## config.mk

```make
export PLATFORM = sky130hd
export DESIGN_NAME = sorted_priority_queue
export DESIGN_NICKNAME = d
export VERILOG_FILES = /design/src/rtl/core/spq_pkg.sv /design/src/rtl/core/spq_cell.sv /design/src/rtl/core/sorted_priority_queue.sv
export SDC_FILE = /design/constraint.sdc
export NUM_CORES = 2
export LEC_CHECK = 0
export BUFFER_PORTS_ARGS = -buffer_cell sky130_fd_sc_hd__buf_2
export CORE_ASPECT_RATIO = 0.8
export CORE_UTILIZATION = 25
export CTS_BUF_LIST = sky130_fd_sc_hd__clkbuf_8
export CTS_CLUSTER_SIZE = 14
export DETAILED_ROUTE_END_ITERATION = 8
export SYNTH_ARGS = -nofsm -noshare
export SYNTH_HDL_FRONTEND = slang
export SYNTH_SLANG_ARGS = --single-unit
```

## constraint.sdc

```tcl
create_clock -name clk -period 7.4 [get_ports clk]
set_input_delay 0.74 -clock clk [delete_from_list [all_inputs] [get_ports clk]]
set_output_delay 0.74 -clock clk [all_outputs]
set_load 0.005 [all_outputs]
```

## src/rtl/core/spq_pkg.sv

```systemverilog
// Shared types and constants for the sorted priority queue.
// Used by the queue cells, the top level and the port checker.
package spq_pkg;

  localparam int QUEUE_DEPTH = 16;
  localparam int CNT_W       = $clog2(QUEUE_DEPTH + 1);
  localparam int OCC_W       = 5;
  localparam int VAL_W       = 32;
  localparam int PRI_W       = 16;

  typedef enum logic [1:0] {
    OP_ENQUEUE = 2'd0,
    OP_DEQUEUE = 2'd1,
    OP_PEEK    = 2'd2
  } spq_op_t;

  typedef enum logic [1:0] {
    ST_OK    = 2'd0,
    ST_EMPTY = 2'd1,
    ST_FULL  = 2'd2
  } spq_status_t;

  // One slot of the sorted chain.
  typedef struct packed {
    logic                    valid;
    logic signed [VAL_W-1:0] value;
    logic signed [PRI_W-1:0] prio;
  } spq_entry_t;

  // Operation broadcast to every cell in the same cycle.
  typedef struct packed {
    logic                    enq;
    logic                    deq;
    logic signed [VAL_W-1:0] value;
    logic signed [PRI_W-1:0] prio;
  } spq_cmd_t;

endpackage

```

## src/rtl/core/spq_cell.sv

```systemverilog
// One cell of the sorted chain: holds a single entry and exchanges it
// with its neighbors on enqueue and dequeue. Depends on spq_pkg.
module spq_cell
  import spq_pkg::*;
(
  input  logic       clk,
  input  logic       rst_n,
  input  spq_cmd_t   cmd,
  input  spq_entry_t prev_entry,
  input  logic       prev_stay,
  input  spq_entry_t next_entry,
  output spq_entry_t entry,
  output logic       stay
);

  logic                    valid_r, valid_nxt;
  logic signed [VAL_W-1:0] value_r, value_nxt;
  logic signed [PRI_W-1:0] prio_r, prio_nxt;

  // An entry with priority at or above the new one keeps its place, so
  // equal priorities are served in arrival order.
  assign stay  = valid_r && (prio_r >= cmd.prio);
  assign entry = '{valid: valid_r, value: value_r, prio: prio_r};

  always_comb begin
    valid_nxt = valid_r;
    value_nxt = value_r;
    prio_nxt  = prio_r;
    if (cmd.enq && !stay) begin
      if (prev_stay) begin
        valid_nxt = 1'b1;
        value_nxt = cmd.value;
        prio_nxt  = cmd.prio;
      end else begin
        valid_nxt = prev_entry.valid;
        value_nxt = prev_entry.value;
        prio_nxt  = prev_entry.prio;
      end
    end else if (cmd.deq) begin
      valid_nxt = next_entry.valid;
      value_nxt = next_entry.value;
      prio_nxt  = next_entry.prio;
    end
  end

  always_ff @(posedge clk) begin
    if (!rst_n) begin
      valid_r <= 1'b0;
    end else begin
      valid_r <= valid_nxt;
    end
  end

  always_ff @(posedge clk) begin
    value_r <= value_nxt;
    prio_r  <= prio_nxt;
  end

endmodule

```

## src/rtl/core/sorted_priority_queue.sv

```systemverilog
// Sorted priority queue top level: a chain of QUEUE_DEPTH cells kept in
// descending priority order, and a registered result stage.
// A result is registered when its request is accepted and appears in the next cycle.
// Throughput: one request per cycle while in_stall is low; every cell compares and shifts at once.
// Reset (synchronous, active low) empties the queue and the result stage.
// Depends on spq_pkg and spq_cell.
module sorted_priority_queue
  import spq_pkg::*;
(
  input  logic                    clk,
  input  logic                    rst_n,
  input  logic                    in_valid,
  output logic                    in_stall,
  input  logic [1:0]              in_opcode,
  input  logic signed [VAL_W-1:0] in_item_value,
  input  logic signed [PRI_W-1:0] in_item_priority,
  output logic                    out_valid,
  input  logic                    out_stall,
  output logic signed [VAL_W-1:0] out_value,
  output logic signed [PRI_W-1:0] out_priority,
  output logic [1:0]              out_status,
  output logic [OCC_W-1:0]        out_occupancy
);

  spq_entry_t ent  [QUEUE_DEPTH];
  logic       stay [QUEUE_DEPTH];
  spq_cmd_t   cmd;

  logic [CNT_W-1:0]        count_r, count_nxt;
  logic                    out_valid_r;
  logic signed [VAL_W-1:0] out_value_r, out_value_nxt;
  logic signed [PRI_W-1:0] out_prio_r, out_prio_nxt;
  spq_status_t             out_status_r, out_status_nxt;
  logic [OCC_W-1:0]        out_occ_r;

  logic accept, full, empty, enq_ok, deq_ok;

  assign in_stall = out_valid_r && out_stall;
  assign accept   = in_valid && !in_stall;
  assign full     = (count_r == CNT_W'(QUEUE_DEPTH));
  assign empty    = (count_r == '0);

  always_comb begin
    enq_ok         = 1'b0;
    deq_ok         = 1'b0;
    out_value_nxt  = '0;
    out_prio_nxt   = '0;
    out_status_nxt = ST_OK;
    unique case (in_opcode)
      OP_ENQUEUE: begin
        if (full) begin
          out_status_nxt = ST_FULL;
        end else begin
          enq_ok = accept;
        end
      end
      OP_DEQUEUE, OP_PEEK: begin
        if (empty) begin
          out_status_nxt = ST_EMPTY;
        end else begin
          deq_ok        = accept && (in_opcode == OP_DEQUEUE);
          out_value_nxt = ent[0].value;
          out_prio_nxt  = ent[0].prio;
        end
      end
      default: begin
      end
    endcase
  end

  assign cmd = '{enq: enq_ok, deq: deq_ok, value: in_item_value, prio: in_item_priority};

  always_comb begin
    count_nxt = count_r;
    if (enq_ok) begin
      count_nxt = count_r + CNT_W'(1);
    end else if (deq_ok) begin
      count_nxt = count_r - CNT_W'(1);
    end
  end

  genvar k;
  generate
    for (k = 0; k < QUEUE_DEPTH; k++) begin : g_cell
      spq_entry_t prev_e, next_e;
      logic       prev_s;
      if (k == 0) begin : g_head
        assign prev_e = '0;
        assign prev_s = 1'b1;
      end else begin : g_body
        assign prev_e = ent[k-1];
        assign prev_s = stay[k-1];
      end
      if (k == QUEUE_DEPTH - 1) begin : g_tail
        assign next_e = '0;
      end else begin : g_link
        assign next_e = ent[k+1];
      end
      spq_cell u_cell (
        .clk        (clk),
        .rst_n      (rst_n),
        .cmd        (cmd),
        .prev_entry (prev_e),
        .prev_stay  (prev_s),
        .next_entry (next_e),
        .entry      (ent[k]),
        .stay       (stay[k])
      );
    end
  endgenerate

  always_ff @(posedge clk) begin
    if (!rst_n) begin
      count_r     <= '0;
      out_valid_r <= 1'b0;
    end else begin
      count_r <= count_nxt;
      if (accept) begin
        out_valid_r <= 1'b1;
      end else if (!out_stall) begin
        out_valid_r <= 1'b0;
      end
    end
  end

  always_ff @(posedge clk) begin
    if (accept) begin
      out_value_r  <= out_value_nxt;
      out_prio_r   <= out_prio_nxt;
      out_status_r <= out_status_nxt;
      out_occ_r    <= OCC_W'(count_nxt);
    end
  end

  assign out_valid     = out_valid_r;
  assign out_value     = out_value_r;
  assign out_priority  = out_prio_r;
  assign out_status    = out_status_r;
  assign out_occupancy = out_occ_r;

endmodule

```

# ---- Yosys cells after proc, flatten, opt, wreduce, memory -nomap -nowiden
# Index checks and enable logic that the tools add are counted.
dict set report classes {
  n_addsub 2
  n_lt_le_gt_ge 16
  n_eq_ne 4
  mux 152
  bitwise 1
  reduce_logical 72
}
# op count
set ops {}
lappend ops {{$mux W32} 47}
lappend ops {{$mux W16} 47}
lappend ops {{$ge A16 B16 Y1} 16}
lappend ops {{$mux W1} 54}
lappend ops {{$logic_and A1 B1 Y1} 35}
lappend ops {{$reduce_bool A2 Y1} 16}
lappend ops {{$logic_not A1 Y1} 17}
lappend ops {{$mux W5} 2}
lappend ops {{$add A5 B1 Y5 const B} 1}
lappend ops {{$eq A5 B5 Y1 const B} 1}
lappend ops {{$logic_not A5 Y1} 1}
lappend ops {{$sub A5 B1 Y5 const B} 1}
lappend ops {{$pmux W2 S2} 1}
lappend ops {{$reduce_or A2 Y1} 2}
lappend ops {{$eq A2 B1 Y1 const B} 1}
lappend ops {{$eq A2 B2 Y1 const B} 1}
lappend ops {{$logic_not A2 Y1} 1}
lappend ops {{$mux W2} 1}
lappend ops {{$ne A2 B1 Y1 const B} 1}
lappend ops {{$not A1 Y1} 1}
dict set report word_totals {
  ff_bits 845
  inputBits 54
  word_cells 301
}

# ---- Depth between registers and ports, before layout
dict set report depth {
  ltp_word 8
  depth_mapped 13
}

# ---- Modules after synthesis
# A second synthesis with hierarchy kept.
dict set report hier_totals {
  hier_cells 3975
  hier_area_um2 55112.9
}
# module instances cells_each area_each_um2 seq_area_each_um2
set by_module_without_submodules {}
lappend by_module_without_submodules {{spq_cell at g_cell[2].u_cell ...} 8 228 3171.8 1461.4}
lappend by_module_without_submodules {{spq_cell at g_cell[0].u_cell ...} 7 232 3380.7 1461.4}
lappend by_module_without_submodules {{spq_cell at g_cell[10].u_cell} 1 351 3518.4 1461.4}
lappend by_module_without_submodules {sorted_priority_queue 1 176 2555.0 1771.7}

# ---- Least setup slack after synthesis
# No wires, ideal clock.
dict set report synth_path {
  path_type {input -> register}
  startpoint {in in_valid}
  endpoint {reg g_cell[10].u_cell.prio_r[0], enable pin}
  setup_ns 0.406
  t_arrival_ns 6.383
  required_ns 6.994
  path_slack_ns 0.610
  cell_stages 7
  cell_sequence {a21boi_1 > nand3_1 > clkbuf_1 > a311oi_2 > clkbuf_1 > inv_1 > nand2_1}
}
dict set report synth_via {
  elab_chain_len 5
  elab_cells_between_ends 8
  cone_classes {4 x mux; 4 x reduce/logical}
}
# element line_no
set synth_rtl {}
lappend synth_rtl {{start: declaration} sorted_priority_queue.sv:12} ;# input logic in_valid,
lappend synth_rtl {{$logic_and A1 B1 Y1 *} sorted_priority_queue.sv:39} ;# assign accept = in_valid && !in_stall;
lappend synth_rtl {{$logic_and A1 B1 Y1 / $mux W1 (equally long branches)} {sorted_priority_queue.sv:61, sorted_priority_queue.sv:51}}
lappend synth_rtl {{$mux W1, on equally long branches} {sorted_priority_queue.sv:58, sorted_priority_queue.sv:49}}
lappend synth_rtl {{$mux W1 / $logic_and A1 B1 Y1 (equally long branches)} {sorted_priority_queue.sv:49, spq_cell.sv:29}}
lappend synth_rtl {{$reduce_bool A2 Y1 (no source line) *} --}
lappend synth_rtl {{end signal: assignment} spq_cell.sv:56} ;# prio_r <= prio_nxt;
lappend synth_rtl {{end: declaration} spq_cell.sv:18} ;# logic signed [PRI_W-1:0] prio_r, prio_nxt;
# Mark *: on every way between the ends. The rest lies on a longest branch, timed or not.
# A chain may end at the register's enable or synchronous reset.

# ---- Final worst setup path
dict set report layout_path {
  startpoint {in in_item_priority[1]}
  endpoint {reg g_cell[8].u_cell.value_r[23], enable pin}
}
dict set report layout_via {
  elab_chain_len 5
}
# element line_no
set layout_rtl {}
lappend layout_rtl {{start: declaration} sorted_priority_queue.sv:16} ;# input logic signed [PRI_W-1:0] in_item_priority,
lappend layout_rtl {{$ge A16 B16 Y1} spq_cell.sv:22} ;# assign stay = valid_r && (prio_r >= cmd.prio);
lappend layout_rtl {{$logic_and A1 B1 Y1} spq_cell.sv:22}
lappend layout_rtl {{$logic_not A1 Y1} spq_cell.sv:29} ;# if (cmd.enq && !stay) begin
lappend layout_rtl {{$logic_and A1 B1 Y1} spq_cell.sv:29}
lappend layout_rtl {{$reduce_bool A2 Y1 (no source line)} --}
lappend layout_rtl {{end signal: assignment} spq_cell.sv:55} ;# value_r <= value_nxt;
lappend layout_rtl {{end: declaration} spq_cell.sv:17} ;# logic signed [VAL_W-1:0] value_r, value_nxt;
# Every way passes these cells.

==> flow_summary_export.csv <==
group,metric,value,unit
timing,min_period,4.93,ns
route,antenna_left,0,
setup_path,crit_fanout,36,
die,die_w,493,um
grt,grt_overflow,0,
worst_hold_path,hp-class,"input port to flop",
cells_and_area,seq_area,25200,um2
grt,groute.usage.overall,15.4,%
route,wl,153000,um
clocking,clk_pin_slew,0.06,ns
grt,grt_max_degree,79,
power,power.leakage,21.0,nW
route,num_vias,35700,
timing,fin_setup_tns,0,ns
route,viasPerCell,5.12,
timing,slew_headroom,16.0,%
cells_and_area,fin_nets,4627,
flow_run,maxCapViolations,0,
clocking,cts_root_buf,"clkbuf_8",
synth,synth_most_common_cell,"edfxtp_1",
die,initial_core_util,25.3,%
clocking,clkSinkCount,845,
die,ios,111,
place,hpwlAfterDp,103000,um
synth,syn-num-nets,4615,
grt,grt_pass1_vias,35600,
setup_path,critical_path_arrival,5.48,ns
grt,antenna_found_initial,22,
clocking,cts_buffer_depth,3,
timing,period_share,66.6,%
clocking,cts_tree,"yes",
synth,syn_inst,4300,
grt,grt_pass1_wl,230000,um
synth,synth_cell_type_count,71,
route,wl_per_cell,22.0,um
cells_and_area,drive_above_1_share,12.8,%
die,fp-row-count,143,
place,gp_congestion,0.880,
synth,synthFlopType,"edfxtp_1",
synth,synth.largest_area_cell,"edfxtp_1",
synth,yosysSeqAreaShare,52.2,%
timing,slew_violations,0,
place,place_ws,1.69,ns
synth,synth_common_cells,"edfxtp_1, mux2i_1, o21ai_0",
synth,synth_area_leaders,"edfxtp_1, mux2i_1, ha_1",
timing,rsz0062_at_grt,"no",
setup_path,cp_slowest_stage_delay,1.03,ns
clocking,clock_latency,0.89,ns
clocking,postCtsResizedCells,0,
die,design.core.area,191000,um2
run_status,outcome,"completed",
synth,synth-seq-cells,845,
cells_and_area,fill_cells,19900,
die,die_h,395,um
die,die_area,194000,um2
power,peakVddDrop,0.152,mV
synth,ys.warnings.count,0,
setup_path,end_kind,"flop",
synth,avgSynthCellArea,11.2,um2
setup_path,crit_slowest_cell,"a2111oi_0",
synth,synth_edf_count,823,
timing,worst_clock_skew,0.0533,ns
timing,final.setup.worst_slack,2.47,ns
setup_path,required,7.96,ns
synth,synth-async-reset-ratio,0,%
setup_path,critPathKind,"input port to flop",
synth,synth_top_area_share,51.3,%
synth,syn_area,48200,um2
setup_path,critPathLaunchType,"input port",
cells_and_area,multi_input_area,21800,um2
cells_and_area,syn_to_final_growth,13.0,%
power,p_per_area,207,nW/um2
timing,setup_violations,0,
timing,finalHoldViolCount,0,
timing,max_freq,203,MHz
setup_path,crit_chain,"buf_2 -> inv_1 -> ha_1 -> a2111oi_0 -> nor4b_1 -> nor3b_1 -> o21ai_4 -> nand2_2 -> buf_4",
timing,worst_slew_pin_slew,1.23,ns
clocking,h-tree-depth,4,
clocking,numCtsBuffers,153,
route,drtIter0Drc,2917,
place,portBuffers,110,
route,drcViolationCount,0,
clocking,cts_setup_buffers,0,
clocking,postCtsHoldBufs,0,
route,drt-pass1-iter-count,8,
==> kinds of logic after synthesis <==
kind of cell / after synthesis / share of synthesized area (%)
and+or+nand+nor: 958 / 9.21
buffers and inverters: 382 / 3.23
DFF: 845 / 52.2
AOI/OAI and AO/OA: 1123 / 13.0
muxes: 728 / 15.5
xor gates and xnor gates: 3 / 0.0545
adders and majority gates: 261 / 6.78
==> power breakdown <==
group,internal [W],switching (W),total [W]
combinational,0.000440,0.000868,0.00131
clock,0.00222,0.00212,0.00434
sequential,0.00550,0.000120,0.00562
==> stage by stage <==
step	hold slack [ns]	instance area, um2	instances	power, W	utilization, %
finish	0.0984	54500	6973	0.0113	28.6
CTS	0.000366	54400	6969	0.0114	28.5
detailed placement	0.529	51600	6694	0.00701	27.0
floorplan	0.480	48200	4300	0.00651	-
global placement	0.516	51600	6694	0.00698	27.0
global route	0.0413	54500	6971	0.0117	28.5
==> flip-flops by register name (all words and copies together), names as in the netlist <==
name / flops
g_cell.u_cell.prio_r: 256
g_cell.u_cell.value_r: 512
out_valid: 1
out_priority: 16
out_status: 2
out_occupancy: 5
count_r: 5
out_value: 32
g_cell.u_cell.valid_r: 16
==> final cells by class <==
type / instances / area share (%)
repair buffers: 186 / 2.20
diodes: 4 / 0.0184
clock buffers: 160 / 4.04
inverters: 53 / 0.365
multi-input cells: 3073 / 40.1
clock inverters: 115 / 1.25
well taps: 2537 / 5.83
flip-flops and latches: 845 / 46.2
==> critical path: cells and delay by family <==
kind	cells	cell delay, ns
buffers and inverters	3	1.12
AOI/OAI and AO/OA	2	1.40
adders and majority gates	1	0.44
and+or+nand+nor	3	1.69
==> per-layer routing <==
| layer | vias up | share of wire [%] | global-route usage (%) |
|---|---|---|---|
| met1 | 18000 | 47 | 22.2 |
| met2 | 1280 | 42 | 22.6 |
| met4 | 24 | 2.5 | 4.76 |
| li1 | 16200 | - | - |
| met5 | - | 0.089 | 0 |
| met3 | 231 | 8.1 | 3.67 |
==> final timing paths <==
path	startpoint	end	slack, ns	cells past startpoint
setup / recovery	in_item_priority[1]	g_cell[8].u_cell.value_r[23]	2.47	9
hold / removal	in_valid	out_valid	0.1	2
hold reg to reg	g_cell[15].u_cell.value_r[31]	g_cell[14].u_cell.value_r[31]	0.54	1
setup reg to reg	g_cell[8].u_cell.prio_r[0]	g_cell[8].u_cell.value_r[23]	2.62	9
==> layout by cell type, fill, tap and decap left out, drive strengths merged, types with 8 or more instances in the layout <==
cell      n
nand4    34
nor2    235
a211oi   15
a21o     30
clkbuf  160
o31a     49
nor4      8
a31oi     9
nor2b    12
and4     11
nand3    75
mux2i   582
edfxtp  823
and2     56
nand2   365
ha      261
nor3     18
inv     108
nand2b   61
dfxtp    22
o211ai   14
a21boi   39
clkinv   48
and3     65
a21oi   445
o21ai   473
mux2    146
buf     186
No activity file was read; power rests on OpenSTA's default activity.
